[src/hdl/tls_flow_window_feature_extractor_macros.svh]
// Assertion macros shared by the block's modules.
`ifndef TLS_FLOW_WINDOW_FEATURE_EXTRACTOR_MACROS_SVH
`define TLS_FLOW_WINDOW_FEATURE_EXTRACTOR_MACROS_SVH

// Implication checked on every clock edge outside reset.
`define TFW_ASSERT_IMPL(label, clk, rst_n, ante, cons, msg) \
  label: assert property (@(posedge clk) disable iff (!rst_n) (ante) |-> (cons)) \
    else $error(msg);

// Condition that must hold on every clock edge outside reset.
`define TFW_ASSERT_ALWAYS(label, clk, rst_n, cond, msg) \
  label: assert property (@(posedge clk) disable iff (!rst_n) (cond)) else $error(msg);

`endif

[src/hdl/tfwfe_pkg.sv]
// Package with the block's types, constants and feature codes.
package tfwfe_pkg;

  localparam int unsigned FlowEntriesDefault = 1024;
  localparam logic [15:0] TlsPort            = 16'd443;
  localparam logic [7:0]  TlsAppData         = 8'd23;
  localparam logic [15:0] TlsHdrLen          = 16'd5;
  localparam int unsigned FeatureCount       = 16;
  localparam logic [15:0] DefaultWindow      = 16'd16;
  localparam int unsigned SlotW              = 10;
  localparam int unsigned FeatW              = 48;
  localparam int unsigned QueueDepth         = 2;

  localparam logic [1:0] DirNone   = 2'd0;
  localparam logic [1:0] DirClient = 2'd1;
  localparam logic [1:0] DirServer = 2'd2;

  // One flow entry as stored in memory.
  typedef struct packed {
    logic [15:0] cpkts;
    logic [15:0] spkts;
    logic [31:0] cbytes;
    logic [31:0] sbytes;
    logic [15:0] cmin;
    logic [15:0] cmax;
    logic [15:0] smin;
    logic [15:0] smax;
    logic [1:0]  pdir;
    logic [15:0] nsw;
  } entry_t;

  localparam int unsigned EntryW = $bits(entry_t);

  // Classified packet handed from front to back.
  typedef struct packed {
    logic [SlotW-1:0] slot;
    logic             newf;
    logic             server;
    logic [15:0]      rlen;
  } pkt_t;

  localparam entry_t EntryClear = '{cpkts: '0, spkts: '0, cbytes: '0, sbytes: '0,
                                    cmin: '1, cmax: '0, smin: '1, smax: '0,
                                    pdir: DirNone, nsw: '0};

endpackage

[src/hdl/tfwfe_front.sv]
// Front end: filters TLS application-data records and queues them for the back end.
module tfwfe_front
  import tfwfe_pkg::*;
#(
  parameter int unsigned FlowEntries = FlowEntriesDefault
) (
  input  logic        clk_i,
  input  logic        rst_ni,
  input  logic        start,
  input  logic        busy,
  input  logic [9:0]  flow_slot_i,
  input  logic        new_flow_i,
  input  logic        parse_ok_i,
  input  logic [15:0] source_port_i,
  input  logic [15:0] dest_port_i,
  input  logic [15:0] payload_length_i,
  input  logic [7:0]  record_type_i,
  input  logic [15:0] record_length_i,
  output logic        full_o,
  output logic        empty_o,
  input  logic        pop_i,
  output pkt_t        head_o
);
  `include "tls_flow_window_feature_extractor_macros.svh"

  localparam int unsigned PtrW = $clog2(QueueDepth);

  logic  keep;
  logic  push;
  pkt_t  pkt;
  pkt_t  q_mem_q [QueueDepth];
  logic [PtrW-1:0] wp_q, rp_q;
  logic [PtrW:0]   cnt_q;

  always_comb begin
    keep = parse_ok_i
        && (source_port_i == TlsPort || dest_port_i == TlsPort)
        && (payload_length_i >= TlsHdrLen)
        && (record_type_i == TlsAppData)
        && (record_length_i <= payload_length_i - TlsHdrLen)
        && ({7'd0, flow_slot_i} < 17'(FlowEntries));
    pkt.slot   = flow_slot_i;
    pkt.newf   = new_flow_i;
    pkt.server = (source_port_i == TlsPort);
    pkt.rlen   = record_length_i;
  end

  assign push    = start && !busy && keep;
  assign full_o  = (cnt_q == (PtrW+1)'(QueueDepth));
  assign empty_o = (cnt_q == '0);
  assign head_o  = q_mem_q[rp_q];

  always_ff @(posedge clk_i) begin
    if (push) begin
      q_mem_q[wp_q] <= pkt;
    end
  end

  always_ff @(posedge clk_i or negedge rst_ni) begin
    if (!rst_ni) begin
      wp_q  <= '0;
      rp_q  <= '0;
      cnt_q <= '0;
    end else begin
      if (push) wp_q <= wp_q + 1'b1;
      if (pop_i) rp_q <= rp_q + 1'b1;
      cnt_q <= cnt_q + (PtrW+1)'(push) - (PtrW+1)'(pop_i);
    end
  end

  `TFW_ASSERT_IMPL(a_no_push_full, clk_i, rst_ni, push, !full_o, "push into full queue")
  `TFW_ASSERT_IMPL(a_no_pop_empty, clk_i, rst_ni, pop_i, !empty_o, "pop from empty queue")
  `TFW_ASSERT_ALWAYS(a_cnt_range, clk_i, rst_ni, cnt_q <= (PtrW+1)'(QueueDepth),
                     "queue count out of range")
endmodule

[config.mk]
export PLATFORM = sky130hd
export DESIGN_NAME = tfwfe_front
export DESIGN_NICKNAME = d
export VERILOG_FILES = /design/src/hdl/tfwfe_pkg.sv /design/src/hdl/tfwfe_front.sv
export VERILOG_INCLUDE_DIRS = /design/src /design/src/hdl
export SDC_FILE = /design/constraint.sdc
export NUM_CORES = 1
export LEC_CHECK = 0
export ABC_CLOCK_PERIOD_IN_PS = 5900
export BUFFER_PORTS_ARGS = -buffer_cell sky130_fd_sc_hd__buf_4
export CAP_MARGIN = 20
export CORE_MARGIN = 2
export CORE_UTILIZATION = 35
export DETAILED_ROUTE_END_ITERATION = 6
export GPL_ROUTABILITY_DRIVEN = 0
export GPL_TIMING_DRIVEN = 0
export MAX_ROUTING_LAYER = met4
export PLACE_DENSITY = 0.61
export SLEW_MARGIN = 20
export SYNTH_ARGS = -nofsm -noshare
export SYNTH_HDL_FRONTEND = slang
export SYNTH_SLANG_ARGS = --single-unit
[constraint.sdc]
create_clock -name clk_i -period 5.9 [get_ports clk_i]
set_input_delay 1.18 -clock clk_i [delete_from_list [all_inputs] [get_ports clk_i]]
set_output_delay 1.18 -clock clk_i [all_outputs]
set_load 0.05 [all_outputs]
## After elaboration in Yosys (flattened, before gate mapping)

Memories as Yosys holds them, arrays and structs flattened.
Cells that the tools add are included.
W data, S select, Z words.

| word-level totals | value |
|---|---|
| register bits after elaboration | 4 |
| bits in latches | 0 |
| bits in writable memories | 56 |
| memory bits (read-only) | 0 |
| input bits | 89 |
| output and inout bits | 30 |
| word-level logic and storage cells | 26 |
| memories | 1 |

| operators by class | value |
|---|---|
| add/sub/neg operators | 5 |
| multiply operators | 0 |
| divide/modulo/power cells | 0 |
| $lt $le $gt $ge | 2 |
| equality and inequality tests | 4 |
| shifts and indexed selects | 0 |
| multiplexer cells | 2 |
| bitwise gates (word level) | 0 |
| reduce and logical (&&, ||, !) cells | 9 |

Memories:

| memory | depth | width | rd ports | clocked after memory_dff | write ports | RTL line | RTL |
|---|---|---|---|---|---|---|---|
| q_mem_q | 2 | 28 | 1 | 0 | 1 | tfwfe_front.sv:31 | `pkt_t q_mem_q [QueueDepth];` |

Operators by type and width:

| operator | number |
|---|---|
| $eq A16 B9 Y1 const B | 2 |
| $ge A16 B3 Y1 const B | 1 |
| $le A16 B16 Y1 | 1 |
| $sub A16 B3 Y16 const B | 1 |
| $eq A8 B5 Y1 const B | 1 |
| $logic_and A1 B1 Y1 | 6 |
| $add A1 B1 Y1 const B | 2 |
| $add A2 B1 Y2 | 1 |
| $eq A2 B2 Y1 const B | 1 |
| $logic_not A2 Y1 | 1 |
| $mux W1 | 2 |
| $sub A2 B1 Y2 | 1 |
| $logic_not A1 Y1 | 1 |
| $logic_or A1 B1 Y1 | 1 |

## Longest topological paths before layout

| logic depth | value |
|---|---|
| depth after elaboration | 9 |
| mapped depth | 15 |
| depth with buffers taken out | 15 |

## Least setup slack after synthesis

No wires, ideal clock.

| timing path | value |
|---|---|
| kind | input -> register |
| start point | in payload_length_i[6] |
| end point | mem q_mem_q[0][0] (netlist bit) (enable) |
| setup time | 0.416 ns |
| data arrival time | 4.886 ns |
| required time | 5.484 ns |
| path slack | 0.598 ns |
| cell stages on the path | 13 |
| buffers on the path | 0 |
| cells stage by stage | or4_4 > nand2b_4 > or2_4 > nor2_1 > nand2_1 > xor2_1 > ha_1 > nand4_1 > nor3_1 > inv_1 > or3_1 > a21oi_2 > nor2b_1 |

| on the way | value |
|---|---|
| word-level cells in the longest chain between the ends | 7 |
| elaborated cells between the ends (all ways) | 9 |
| classes of those cells | add/sub: 1; order compare: 2; mux: 2; reduce/logical: 4 |

RTL lines:

| item | RTL line | RTL |
|---|---|---|
| from (decl) | tfwfe_front.sv:16 | `input logic [15:0] payload_length_i,` |
| parallel branches: the longest is 3 deep, another holds $sub A16 B3 Y16 | - |  |
| $logic_and A1 B1 Y1 * | tfwfe_front.sv:40 | `&& (record_length_i <= payload_length_i - TlsHdrLen)` |
| $logic_and A1 B1 Y1 * | tfwfe_front.sv:48 | `assign push = start && !busy && keep;` |
| $mux W1 * | tfwfe_front.sv:54 | `if (push) begin` |
| $mux W1 (implied by the code) * | tfwfe_front.sv:55 | `q_mem_q[wp_q] <= pkt;` |
| to (decl) | tfwfe_front.sv:31 |  |

Every way passes the cells marked *.

## Worst setup path in the final report

| timing path | value |
|---|---|
| start point | in payload_length_i[6] |
| end point | mem q_mem_q[1][14] (netlist bit) (enable) |

Same word-level chain as after synthesis.

==> flow_metrics.env <==
export IMPL_remaining_drc_errors=0
export IMPL_end_kind="register"
export IMPL_synth_edf_count=56
export IMPL_worstSetupPathType="primary input to register"
export IMPL_worst_pin_slew_ps=701
export IMPL_wl_mm=6.66
export IMPL_cts_buffers=9
export IMPL_ys_warn_count=0
export IMPL_yosysMostFrequentCell="edfxtp_1"
export IMPL_synthXorXnorAreaFrac_pct=4.98
export IMPL_die_area_mm2=0.00929
export IMPL_finalClockSkew_ps=4.56
export IMPL_setup_ws_ps=1180
export IMPL_core_area_mm2=0.00826
export IMPL_instances_no_fill=446
export IMPL_synth_area_leader_cell="edfxtp_1"
export IMPL_p_clk_share_pct=25.7
export IMPL_synth_commonest_cells="edfxtp_1 (56), mux2_2 (28), ha_1 (20)"
export IMPL_root_buffer="clkbuf_8"
export IMPL_drtIter0Drc=54
export IMPL_dp_cells=430
export IMPL_overflow=0
export IMPL_post_drt_wl_per_cell_um=14.9
export IMPL_cts_sinks=60
export IMPL_hold_class="register to register"
export IMPL_syn_area_per_cell_um2=14.5
export IMPL_h_tree_depth=3
export IMPL_die_h_um=96.4
export IMPL_clock_path_buffers=2
export IMPL_insertion_delay_ps=330
export IMPL_ant_nets=0
export IMPL_synthTopCellsByArea="edfxtp_1 (56%), mux2_2 (11%), ha_1 (8.4%), dfrtp_1 (3.4%), xnor2_1 (2.6%)"
export IMPL_synthAdderAreaFrac_pct=8.38
export IMPL_grt_pass1_vias=2150
export IMPL_cts_hold_fix_buffers=0
export IMPL_p_sw_uw=491
export IMPL_swShare_pct=36.0
export IMPL_synth_distinct_cells=38
export IMPL_synth_flop_cell="edfxtp_1"
export IMPL_drtPass1Iterations=4
export IMPL_setup_tns_ps=0
export IMPL_min_period_ps=4720
export IMPL_ctsResizeCount=0
export IMPL_antenna_found_initial=0
export IMPL_num_rows=33
export IMPL_cts_tree="done"
export IMPL_rsz0062_at_grt="false"
export IMPL_cts_setup_buffers=0
export IMPL_status="finished clean"
export IMPL_synth_simple_area_share_pct=11.5
export IMPL_pin_count=119
export IMPL_clkSlewWorstSetupHoldPaths_ps=70
export IMPL_hold_viol=0
export IMPL_syn_num_nets=315
export IMPL_cp_max_fo=28
export IMPL_power_density_mw_per_mm2=323
export IMPL_critPathRequiredTime_ps=5870
export IMPL_drive_gt1_share_pct=49.6
export IMPL_grt_pass1_wl_mm=10.1
export IMPL_synth_top_family_by_area="simple AND/OR/NAND/NOR gates"
export IMPL_startpoint_type="primary input"
export IMPL_muxShareOfSynthArea_pct=10.6
export IMPL_grt_max_degree=29
export IMPL_num_vias=2157
export IMPL_synth_compound_area_share_pct=3.60
export IMPL_track_usage_pct=15.4
export IMPL_pwr_share_seq_pct=35.4
export IMPL_place_detailed_hpwl_mm=5.10
export IMPL_ys_ff_latch=60
export IMPL_syn_cell_area_mm2=0.00299
export IMPL_synthCells=206
export IMPL_die_x_um=96.4
export IMPL_setup_viol=0
export IMPL_antenna_cells=0
export IMPL_regToRegSetupSlack_ps=4460
export IMPL_slew_viol_final=0
export IMPL_post_route_period_util_pct=80.0
export IMPL_io_buffers=118
export IMPL_arrival_ps=4690
export IMPL_fmax_mhz=212
export IMPL_p_int_uw=873
export IMPL_dpl_worst_slack_ps=778
export IMPL_area_delta_synth_final_pct=41.4
export IMPL_vdd_ir_drop_max_v=0.000138
export IMPL_nets=445
export IMPL_combPwrFrac_pct=39.0
export IMPL_synth_top_area_share_pct=56.3
export IMPL_synthArstFlopShare_pct=6.67
export IMPL_slew_headroom_pct=53.2
export IMPL_initial_utilization_pct=36.2
export IMPL_maxCapViolations=0
export IMPL_p_leak_uw=0.00169
export IMPL_detail_route_vias_per_cell=4.84
export IMPL_yosysSeqAreaShare_pct=59.6
==> cell usage in the layout, fill, tap and decap left out, types with 7 or more instances in the layout <==
cell / netlist / final
buf_4: 0 / 118
edfxtp_1: 56 / 56
mux2_2: 28 / 28
ha_1: 20 / 20
nand2_1: 10 / 10
xnor2_1: 9 / 9
clkbuf_8: 0 / 9
inv_1: 8 / 8
xor2_1: 8 / 8
nor2_1: 7 / 7
a21oi_1: 7 / 7
==> metal layers <==
metal	share of wire [%]	global-route usage, %	vias up
met5	0	-	-
met4	1.1	5.63	0
met3	8.2	5.12	6
met2	49	25.1	99
met1	41	17.9	996
li1	-	-	1056
==> stage by stage <==
step                      hold WS, ps  instance area (um2)  utilization, %  total power (uW)
final                             547                 4220            51.2              1360
after floorplan                   455                 2990               -               856
after global placement            469                 4010            48.5              1020
after global routing              563                 4220            51.2              1430
after detailed placement          527                 4040            48.9              1030
after CTS                         550                 4220            51.2              1380
==> power by group through the flow <==
| stage | sequential [uW] | clock (uW) | combinational (uW) |
|---|---|---|---|
| 5_1_grt | 484 | 380 | 567 |
| 3_3_place_gp | 491 | 0 | 533 |
| 3_5_place_dp | 491 | 0 | 537 |
| 4_1_cts | 482 | 359 | 539 |
| 6_report | 482 | 350 | 531 |
| 2_1_floorplan | 490 | 0 | 365 |
==> critical path, cell delays in order <==
cell and delay, ps:
buf_4 120, or4_4 540, nand2b_4 160, or2_4 250, nor2_1 150, nand2_1 80
xor2_1 150, ha_1 290, nand4_1 150, nor3_1 180, inv_1 80, or3_1 360
a21oi_2 290, and2_2 670
==> kinds of logic (layout without fill, tap and decap cells) <==
kind of cell	count (synthesis)	in the layout
compound gates	16	16
simple gates	54	54
buf+inv	11	146
flops	60	60
fa+ha+maj	20	20
mux	28	28
xor+xnor	17	17
==> sequential cells by signal, indices dropped and copies added, names as in the netlist <==
signal	cells
q_mem_q	56
cnt_q	2
wp_q	1
rp_q	1
==> area by class of cell <==
class / count / area [um2]
well taps: 105 / 131
clock buffers: 10 / 128
clock inverters: 6 / 55.1
plain buffers: 3 / 11.3
fillers: 758 / 4030
repair buffers: 119 / 913
flip-flops and latches: 60 / 1780
multi-input cells: 135 / 1170
inverters: 8 / 30.0
==> worst paths after layout <==
| check | cells past startpoint | end | from |
|---|---|---|---|
| setup / recovery | 14 | q_mem_q[1][14] | payload_length_i[6] |
| hold / removal | 1 | wp_q | wp_q |
| setup reg to reg | 1 | q_mem_q[1][14] | wp_q |
| hold reg to reg | 1 | wp_q | wp_q |
| max in group asynchronous | 1 | wp_q | rst_ni |
| min in group asynchronous | 1 | cnt_q[1] | rst_ni |
No activity file was read; power rests on OpenSTA's default activity.
